**src/rtl/core/tlv_enc_pkg.sv**
```systemverilog
// ----------------------------------------------------------------------------
// TLV encoder package
// Shared types and constants for the tag-length-value element encoder.
// ----------------------------------------------------------------------------
package tlv_enc_pkg;

    localparam int DESC_BYTES = 6;
    localparam int DESC_W     = DESC_BYTES * 8;

    localparam logic [2:0] MODE_INTEGER  = 3'd0;
    localparam logic [2:0] MODE_STRING   = 3'd1;
    localparam logic [2:0] MODE_BLOB     = 3'd2;
    localparam logic [2:0] MODE_SEQUENCE = 3'd3;
    localparam logic [2:0] MODE_PAYLOAD  = 3'd4;

    localparam logic [1:0] REG_TAG_INTEGER  = 2'd0;
    localparam logic [1:0] REG_TAG_STRING   = 2'd1;
    localparam logic [1:0] REG_TAG_BLOB     = 2'd2;
    localparam logic [1:0] REG_TAG_SEQUENCE = 2'd3;

    localparam logic [7:0] RST_TAG_INTEGER  = 8'h02;
    localparam logic [7:0] RST_TAG_STRING   = 8'h0c;
    localparam logic [7:0] RST_TAG_BLOB     = 8'h04;
    localparam logic [7:0] RST_TAG_SEQUENCE = 8'h30;

    localparam logic [7:0] TAG_NEG_FLAG   = 8'h40;
    localparam logic [7:0] LEN_LONG_FLAG  = 8'h80;

    typedef struct packed {
        logic [DESC_W-1:0] bytes;
        logic [2:0]        len;
    } desc_t;

    typedef struct packed {
        logic  valid;
        desc_t desc;
    } push_t;

endpackage

```
**src/rtl/core/tlv_enc_front.sv**
```systemverilog
// ----------------------------------------------------------------------------
// TLV encoder front end
// Holds the tag registers and turns each request into a byte descriptor.
// ----------------------------------------------------------------------------
module tlv_enc_front
(
    input  logic                clk,
    input  logic                rst_n,
    input  logic                wr_en,
    input  logic [1:0]          wr_index,
    input  logic [7:0]          wr_data,
    input  logic                start,
    input  logic                busy,
    input  logic [2:0]          mode,
    input  logic signed [31:0]  value,
    input  logic [7:0]          payload_byte,
    output tlv_enc_pkg::push_t  push
);

    logic [7:0]  tag_integer_reg;
    logic [7:0]  tag_string_reg;
    logic [7:0]  tag_blob_reg;
    logic [7:0]  tag_sequence_reg;

    logic [2:0]  size_n;
    logic [31:0] body;
    logic [7:0]  hdr_tag;
    logic        short_form;
    logic        mode_ok;

    always_ff @(posedge clk or negedge rst_n)
    begin
        if (!rst_n)
        begin
            tag_integer_reg  <= tlv_enc_pkg::RST_TAG_INTEGER;
            tag_string_reg   <= tlv_enc_pkg::RST_TAG_STRING;
            tag_blob_reg     <= tlv_enc_pkg::RST_TAG_BLOB;
            tag_sequence_reg <= tlv_enc_pkg::RST_TAG_SEQUENCE;
        end
        else if (wr_en)
        begin
            case (wr_index)
                tlv_enc_pkg::REG_TAG_INTEGER:  tag_integer_reg  <= wr_data;
                tlv_enc_pkg::REG_TAG_STRING:   tag_string_reg   <= wr_data;
                tlv_enc_pkg::REG_TAG_BLOB:     tag_blob_reg     <= wr_data;
                tlv_enc_pkg::REG_TAG_SEQUENCE: tag_sequence_reg <= wr_data;
                default: ;
            endcase
        end
    end

    always_comb
    begin
        if (value[31] || value[30:7] == 24'd0)
            size_n = 3'd1;
        else if (value[30:16] == 15'd0)
            size_n = 3'd2;
        else if (value[30:24] == 7'd0)
            size_n = 3'd3;
        else
            size_n = 3'd4;

        case (size_n)
            3'd1:    body = {value[7:0], 24'd0};
            3'd2:    body = {value[15:0], 16'd0};
            3'd3:    body = {value[23:0], 8'd0};
            default: body = value;
        endcase

        short_form = value[31] || value[30:7] == 24'd0;

        case (mode)
            tlv_enc_pkg::MODE_STRING:   hdr_tag = tag_string_reg;
            tlv_enc_pkg::MODE_BLOB:     hdr_tag = tag_blob_reg;
            default:                    hdr_tag = tag_sequence_reg;
        endcase

        mode_ok    = 1'b1;
        push.desc  = '0;
        case (mode)
            tlv_enc_pkg::MODE_INTEGER:
            begin
                push.desc.bytes = {(value[31] ? (tag_integer_reg | tlv_enc_pkg::TAG_NEG_FLAG)
                                              : tag_integer_reg),
                                   {5'd0, size_n}, body};
                push.desc.len   = 3'd2 + size_n;
            end
            tlv_enc_pkg::MODE_STRING,
            tlv_enc_pkg::MODE_BLOB,
            tlv_enc_pkg::MODE_SEQUENCE:
            begin
                if (short_form)
                begin
                    push.desc.bytes = {hdr_tag, value[7:0], 32'd0};
                    push.desc.len   = 3'd2;
                end
                else
                begin
                    push.desc.bytes = {hdr_tag, (tlv_enc_pkg::LEN_LONG_FLAG | {5'd0, size_n}),
                                       body};
                    push.desc.len   = 3'd2 + size_n;
                end
            end
            tlv_enc_pkg::MODE_PAYLOAD:
            begin
                push.desc.bytes = {payload_byte, 40'd0};
                push.desc.len   = 3'd1;
            end
            default:
            begin
                mode_ok = 1'b0;
            end
        endcase

        // drop undefined modes
        push.valid = start && !busy && mode_ok;
    end

endmodule

```
**src/rtl/core/tlv_enc_queue.sv**
```systemverilog
// ----------------------------------------------------------------------------
// TLV encoder descriptor queue
// Small FIFO of byte descriptors between front end and serializer.
// ----------------------------------------------------------------------------
module tlv_enc_queue
#(
    parameter int DEPTH = 4
)
(
    input  logic                clk,
    input  logic                rst_n,
    input  tlv_enc_pkg::push_t  push,
    input  logic                pop,
    output tlv_enc_pkg::desc_t  head,
    output logic                empty,
    output logic                full
);

    localparam int PTR_W = (DEPTH > 1) ? $clog2(DEPTH) : 1;
    localparam int CNT_W = $clog2(DEPTH + 1);

    tlv_enc_pkg::desc_t slot_reg [DEPTH];
    logic [PTR_W-1:0]   wr_ptr_reg;
    logic [PTR_W-1:0]   wr_ptr_next;
    logic [PTR_W-1:0]   rd_ptr_reg;
    logic [PTR_W-1:0]   rd_ptr_next;
    logic [CNT_W-1:0]   count_reg;
    logic [CNT_W-1:0]   count_next;

    always_comb
    begin
        wr_ptr_next = wr_ptr_reg;
        rd_ptr_next = rd_ptr_reg;
        count_next  = count_reg;
        if (push.valid)
            wr_ptr_next = (wr_ptr_reg == PTR_W'(DEPTH - 1)) ? '0 : wr_ptr_reg + 1'b1;
        if (pop)
            rd_ptr_next = (rd_ptr_reg == PTR_W'(DEPTH - 1)) ? '0 : rd_ptr_reg + 1'b1;
        if (push.valid && !pop)
            count_next = count_reg + 1'b1;
        else if (!push.valid && pop)
            count_next = count_reg - 1'b1;
    end

    always_ff @(posedge clk or negedge rst_n)
    begin
        if (!rst_n)
        begin
            wr_ptr_reg <= '0;
            rd_ptr_reg <= '0;
            count_reg  <= '0;
        end
        else
        begin
            wr_ptr_reg <= wr_ptr_next;
            rd_ptr_reg <= rd_ptr_next;
            count_reg  <= count_next;
        end
    end

    always_ff @(posedge clk)
    begin
        if (push.valid)
            slot_reg[wr_ptr_reg] <= push.desc;
    end

    assign head  = slot_reg[rd_ptr_reg];
    assign empty = (count_reg == '0);
    assign full  = (count_reg == CNT_W'(DEPTH));

`ifndef ASSERT_OFF
    a_no_pop_empty: assert property (@(posedge clk) disable iff (!rst_n)
        pop |-> !empty)
        else $error("queue popped while empty");
    a_no_push_full: assert property (@(posedge clk) disable iff (!rst_n)
        push.valid |-> (!full || pop))
        else $error("queue pushed while full");
    a_count_bound: assert property (@(posedge clk) disable iff (!rst_n)
        count_reg <= CNT_W'(DEPTH))
        else $error("queue count out of range");
`endif

endmodule

```
**src/rtl/core/tlv_enc_back.sv**
```systemverilog
// ----------------------------------------------------------------------------
// TLV encoder serializer
// Takes descriptors from the queue and emits their bytes, one per cycle.
// ----------------------------------------------------------------------------
module tlv_enc_back
(
    input  logic                clk,
    input  logic                rst_n,
    input  tlv_enc_pkg::desc_t  head,
    input  logic                empty,
    output logic                pop,
    output logic                strobe,
    output logic [7:0]          out_byte,
    output logic                last
);

    logic [tlv_enc_pkg::DESC_W-1:0] cur_bytes_reg;
    logic [tlv_enc_pkg::DESC_W-1:0] cur_bytes_next;
    logic [2:0]                     cur_rem_reg;
    logic [2:0]                     cur_rem_next;
    logic                           cur_valid_reg;
    logic                           cur_valid_next;
    logic                           strobe_reg;
    logic [7:0]                     out_byte_reg;
    logic                           last_reg;

    always_comb
    begin
        // advance to the next request as the current one finishes
        pop            = !empty && (!cur_valid_reg || cur_rem_reg == 3'd1);
        cur_bytes_next = cur_bytes_reg;
        cur_rem_next   = cur_rem_reg;
        cur_valid_next = cur_valid_reg;
        if (pop)
        begin
            cur_bytes_next = head.bytes;
            cur_rem_next   = head.len;
            cur_valid_next = 1'b1;
        end
        else if (cur_valid_reg)
        begin
            cur_bytes_next = {cur_bytes_reg[tlv_enc_pkg::DESC_W-9:0], 8'd0};
            cur_rem_next   = cur_rem_reg - 3'd1;
            cur_valid_next = (cur_rem_reg != 3'd1);
        end
    end

    always_ff @(posedge clk or negedge rst_n)
    begin
        if (!rst_n)
        begin
            cur_valid_reg <= 1'b0;
            cur_rem_reg   <= '0;
            strobe_reg    <= 1'b0;
        end
        else
        begin
            cur_valid_reg <= cur_valid_next;
            cur_rem_reg   <= cur_rem_next;
            strobe_reg    <= cur_valid_reg;
        end
    end

    always_ff @(posedge clk)
    begin
        cur_bytes_reg <= cur_bytes_next;
        out_byte_reg  <= cur_bytes_reg[tlv_enc_pkg::DESC_W-1 -: 8];
        last_reg      <= (cur_rem_reg == 3'd1);
    end

    assign strobe   = strobe_reg;
    assign out_byte = out_byte_reg;
    assign last     = last_reg;

`ifndef ASSERT_OFF
    a_rem_nonzero: assert property (@(posedge clk) disable iff (!rst_n)
        cur_valid_reg |-> cur_rem_reg != 3'd0)
        else $error("active request with no bytes left");
    a_pop_on_finish: assert property (@(posedge clk) disable iff (!rst_n)
        pop |-> (!cur_valid_reg || cur_rem_reg == 3'd1))
        else $error("request loaded before current one finished");
    a_more_after_mid: assert property (@(posedge clk) disable iff (!rst_n)
        (strobe_reg && !last_reg) |-> cur_valid_reg)
        else $error("request ended without a last byte");
`endif

endmodule

```
**src/rtl/core/tlv_element_encoder_unit.sv**
```systemverilog
// ----------------------------------------------------------------------------
// TLV element encoder
// Serializes integer, header and payload requests into a tag-length-value
// byte stream, one byte per cycle.
// ----------------------------------------------------------------------------
// A taken request goes through the queue, the current-request register and the
// output register. Throughput: one output byte per cycle; a request of k bytes
// (1 to 6) holds the serializer for all k; payloads sustain one per cycle.
// busy rises while the descriptor queue (QUEUE_DEPTH entries) is full.
// Reset clears the queue and serializer and restores the default tags.
module tlv_element_encoder_unit
#(
    parameter int QUEUE_DEPTH = 4
)
(
    input  logic               clk,
    input  logic               rst_n,
    input  logic               wr_en,
    input  logic [1:0]         wr_index,
    input  logic [7:0]         wr_data,
    input  logic               start,
    output logic               busy,
    input  logic [2:0]         mode,
    input  logic signed [31:0] value,
    input  logic [7:0]         payload_byte,
    output logic               strobe,
    output logic [7:0]         out_byte,
    output logic               last
);

    tlv_enc_pkg::push_t push;
    tlv_enc_pkg::desc_t head;
    logic               empty;
    logic               full;
    logic               pop;

    assign busy = full;

    tlv_enc_front u_front
    (
        .clk          (clk),
        .rst_n        (rst_n),
        .wr_en        (wr_en),
        .wr_index     (wr_index),
        .wr_data      (wr_data),
        .start        (start),
        .busy         (busy),
        .mode         (mode),
        .value        (value),
        .payload_byte (payload_byte),
        .push         (push)
    );

    tlv_enc_queue
    #(
        .DEPTH (QUEUE_DEPTH)
    )
    u_queue
    (
        .clk   (clk),
        .rst_n (rst_n),
        .push  (push),
        .pop   (pop),
        .head  (head),
        .empty (empty),
        .full  (full)
    );

    tlv_enc_back u_back
    (
        .clk      (clk),
        .rst_n    (rst_n),
        .head     (head),
        .empty    (empty),
        .pop      (pop),
        .strobe   (strobe),
        .out_byte (out_byte),
        .last     (last)
    );

endmodule

```
**config.mk**
```make
export PLATFORM = sky130hd
export DESIGN_NAME = tlv_element_encoder_unit
export DESIGN_NICKNAME = d
export VERILOG_FILES = /design/src/rtl/core/tlv_enc_pkg.sv /design/src/rtl/core/tlv_enc_front.sv /design/src/rtl/core/tlv_enc_queue.sv /design/src/rtl/core/tlv_enc_back.sv /design/src/rtl/core/tlv_element_encoder_unit.sv
export SDC_FILE = /design/constraint.sdc
export NUM_CORES = 1
export LEC_CHECK = 0
export BUFFER_PORTS_ARGS = -buffer_cell sky130_fd_sc_hd__buf_2
export CAP_MARGIN = 30
export CORE_ASPECT_RATIO = 0.9
export CORE_UTILIZATION = 50
export CTS_CLUSTER_SIZE = 14
export DETAILED_ROUTE_END_ITERATION = 7
export PLACE_DENSITY = 0.72
export SETUP_SLACK_MARGIN = 0.3
export SLEW_MARGIN = 5
export SYNTH_ARGS = -nofsm -noshare
export SYNTH_HDL_FRONTEND = slang
export SYNTH_SLANG_ARGS = --single-unit
```
**constraint.sdc**
```tcl
create_clock -name clk -period 3.6 [get_ports clk]
set_input_delay 0.72 -clock clk [delete_from_list [all_inputs] [get_ports clk]]
set_output_delay 0.72 -clock clk [all_outputs]
set_load 0.005 [all_outputs]
```
==> metrics.md <==
| Metric | Value |
|---|---|
| Period utilization | 0.7202 |
| Most frequent cells in the layout | edfxtp_1 (252), mux2_2 (77), buf_2 (67) |
| Post-synthesis cell type count | 55 |
| Clock group share of total power | 0.296 |
| Die height | 153 um |
| H-tree depth | 1 |
| P_sw | 0.002640 W |
| Mapped Cells | 707 |
| Clk slew on worst S/H paths | 60 ps |
| Maximum vdd ir drop | 0.0004618 V |
| CP Launch Type | primary input |
| Largest net degree at the start of global routing | 53 |
| Routed met1 length | 10.74 mm |
| TritonCTS Sinks | 305 |
| Rel. slew slack | 0.3617 |
| Worst-path maximum fanout | 13 |
| Tmin final | 2593 ps |
| Floorplan row count | 54 |
| Max Root-Sink Buffers | 3 |
| All-Layer GR Usage | 0.2078 |
| RSZ-0062 raised after global routing | no |
| Async S/R FF share, synth | 0.1443 |
| Root buffer cell | clkbuf_16 |
| DIE WIDTH | 169.8 um |
| Final wirelength | 26.27 mm |
| CP endpoint kind | register |
| Routability cong. | 0.9498 |
| Grt ovf | 0 |
| Detailed placer's ending HPWL | 16.45 mm |
| Most common cell after layout, fill and taps aside | edfxtp_1 |
| Setup_tns | 0 ps |
| Layout overhead on the synthesized area | 14.66% |
| EDFF count, synth | 252 |
| Slew at the pin closest to its max-slew limit | 948.7 ps |
| Top FF cell, synth | edfxtp_1 |
| Cts bufs inserted | 30 |
| Drt first pass iters | 5 |
| Fillers | 1781 |
| Synthesized area per cell | 17.92 um^2 |
| Pint | 0.007567 W |
| Total leakage power | 5.232 nW |
| Initial antenna violation count | 0 |
| First-pass GRT wire length | 40.89 mm |
| Vias/cell | 5.995 |
| Final hold vios | 0 |
| Initial DRC Count | 615 |
| IO Count | 68 |
| NumNets Final | 860 |
| Clock latency at the later pin of the worst-skew pair | 550 ps |
| Core ar. | 24530 um^2 |
| Syn nets | 773 |
| Max reg flops | 204 |
| Antenna diodes | 0 |
| Die area | 25980 um^2 |
| CP arrival | 2820 ps |
| Critical path class | in2reg |
| DR WL/cell | 22.76 um |
| Synth Cell Area | 12670 um^2 |
| Vias in the first global route | 7188 |
| Synth Register Bits | 305 |
| Vias | 6918 |
| YS warnings | 0 |
| Post-synthesis sequential area ratio | 0.6991 |
| Routed wl met2 | 13.40 mm |
| Top Layer Used | met4 |
| Met3 wire len | 1.594 mm |
| Antenna Nets Post-Route | 0 |
| HP Class | reg2reg |
| Share of layout cells above drive strength 1 | 0.3643 |
| Max-Cap Viols | 0 |
| Final setup vio count | 0 |
| Initial Util | 0.5165 |
| Overall Power | 0.01021 W |
| Combinational Power Share | 0.216 |
| DRC viols | 0 |
| Power per cell area | 702.8 nW/um^2 |
| Data required, critical path | 3820 ps |
| Fin. max-slew vios | 0 |
| Flop pwr share | 0.488 |
| PortBufs | 67 |
| Run status | completed |
| CTS tree | yes |
| Final clock skew | 9.722 ps |
| Net Sw Frac | 0.2587 |
| Fmax achieved | 385.7 MHz |
-- metal layers --
layer / track usage / vias up
li1: - / 3028
met5: 0 / -
met2: 0.3544 / 276
met4: 0.05234 / 0
met3: 0.03263 / 50
met1: 0.2802 / 3564
-- power groups by stage --
stage               Combinational, W  Sequential (W)  Clock [W]
finish                       0.00220         0.00498    0.00302
global route                 0.00239         0.00506    0.00320
CTS                          0.00223         0.00500    0.00308
detailed placement           0.00222         0.00506          0
global placement             0.00214         0.00501          0
floorplan                    0.00173         0.00480          0
-- worst paths after layout --
check | startpoint | endpoint | slack (ps) | depth (start not counted)
max | value[28] | u_queue.slot_reg[1][27]$_DFFE_PP_ | 1010 | 5
min | u_back.cur_bytes_reg[47]$_DFFE_PP_ | u_back.out_byte[7]$_DFF_P_ | 340 | 0
max reg2reg | u_back.cur_rem_reg[1]$_DFFE_PN0P_ | u_back.cur_bytes_reg[14]$_DFFE_PP_ | 1260 | 6
min reg2reg | u_back.cur_bytes_reg[47]$_DFFE_PP_ | u_back.out_byte[7]$_DFF_P_ | 340 | 0
max in group asynchronous | rst_n | u_front.tag_string_reg[3]$_DFFE_PN1P_ | 2550 | 3
min in group asynchronous | rst_n | u_back.strobe$_DFF_PN0_ | 550 | 2
-- stage by stage --
stage	utilization	setup WS, ps	instances	area [um^2]	hold WS (ps)
2_1_floorplan	-	800.9	707	12670	323.3
3_3_place_gp	0.5508	615.5	1096	13510	324.6
3_5_place_dp	0.5508	561.7	1096	13510	326.9
4_1_cts	0.5910	1103	1152	14490	336.8
5_1_grt	0.5922	936.0	1154	14520	356.9
6_report	0.5922	1007	1154	14520	338.0
-- layout make-up --
cell class | count | area (um^2) | share of cell area
flip-flops and latches | 305 | 8861 | 0.6101
multi-input cells | 353 | 3608 | 0.2484
clock inverters | 10 | 58.81 | 0.004049
well taps | 336 | 420.4 | 0.02895
repair buffers | 93 | 608.1 | 0.04187
inverters | 11 | 41.29 | 0.002843
clock buffers | 46 | 925.9 | 0.06375
-- cells by family after synthesis --
group	Yosys count	share of synthesized area
buf+inv	49	0.01719
mux	136	0.1724
xor+xnor	4	0.002766
compound gates	69	0.04208
fa+ha+maj	9	0.009483
simple gates	135	0.05699
flops	305	0.6991
-- cell usage after synthesis (all sizes together), types with 8 or more instances --
cell type,number,area share
mux2,77,0.068
o22ai,8,0.0040
nand2,27,0.0080
nor4,11,0.0069
a32oi,9,0.0062
o21ai,10,0.0048
clkbuf,16,0.0047
and2,13,0.0064
edfxtp,252,0.60
and3,16,0.0079
a211oi,9,0.0053
dfxtp,9,0.014
dfrtp,38,0.075
mux4,58,0.10
buf,22,0.0092
a221oi,8,0.0055
inv,10,0.0030
ha,8,0.0079
nor2,29,0.0086
nand3,15,0.0059
-- what timing repair did --
item                      CTS  global route
buffers inserted            0             0
hold endpoints to repair    0             5
hold buffers                0             1
resized for setup           0             0
-- critical path, cell delays in order --
cell and delay (ps):
buf_2 110, nor4_1 490, nand2_1 410, a2111oi_0 820, a211oi_1 270
Note: power is estimated with default switching activity, not from simulation.
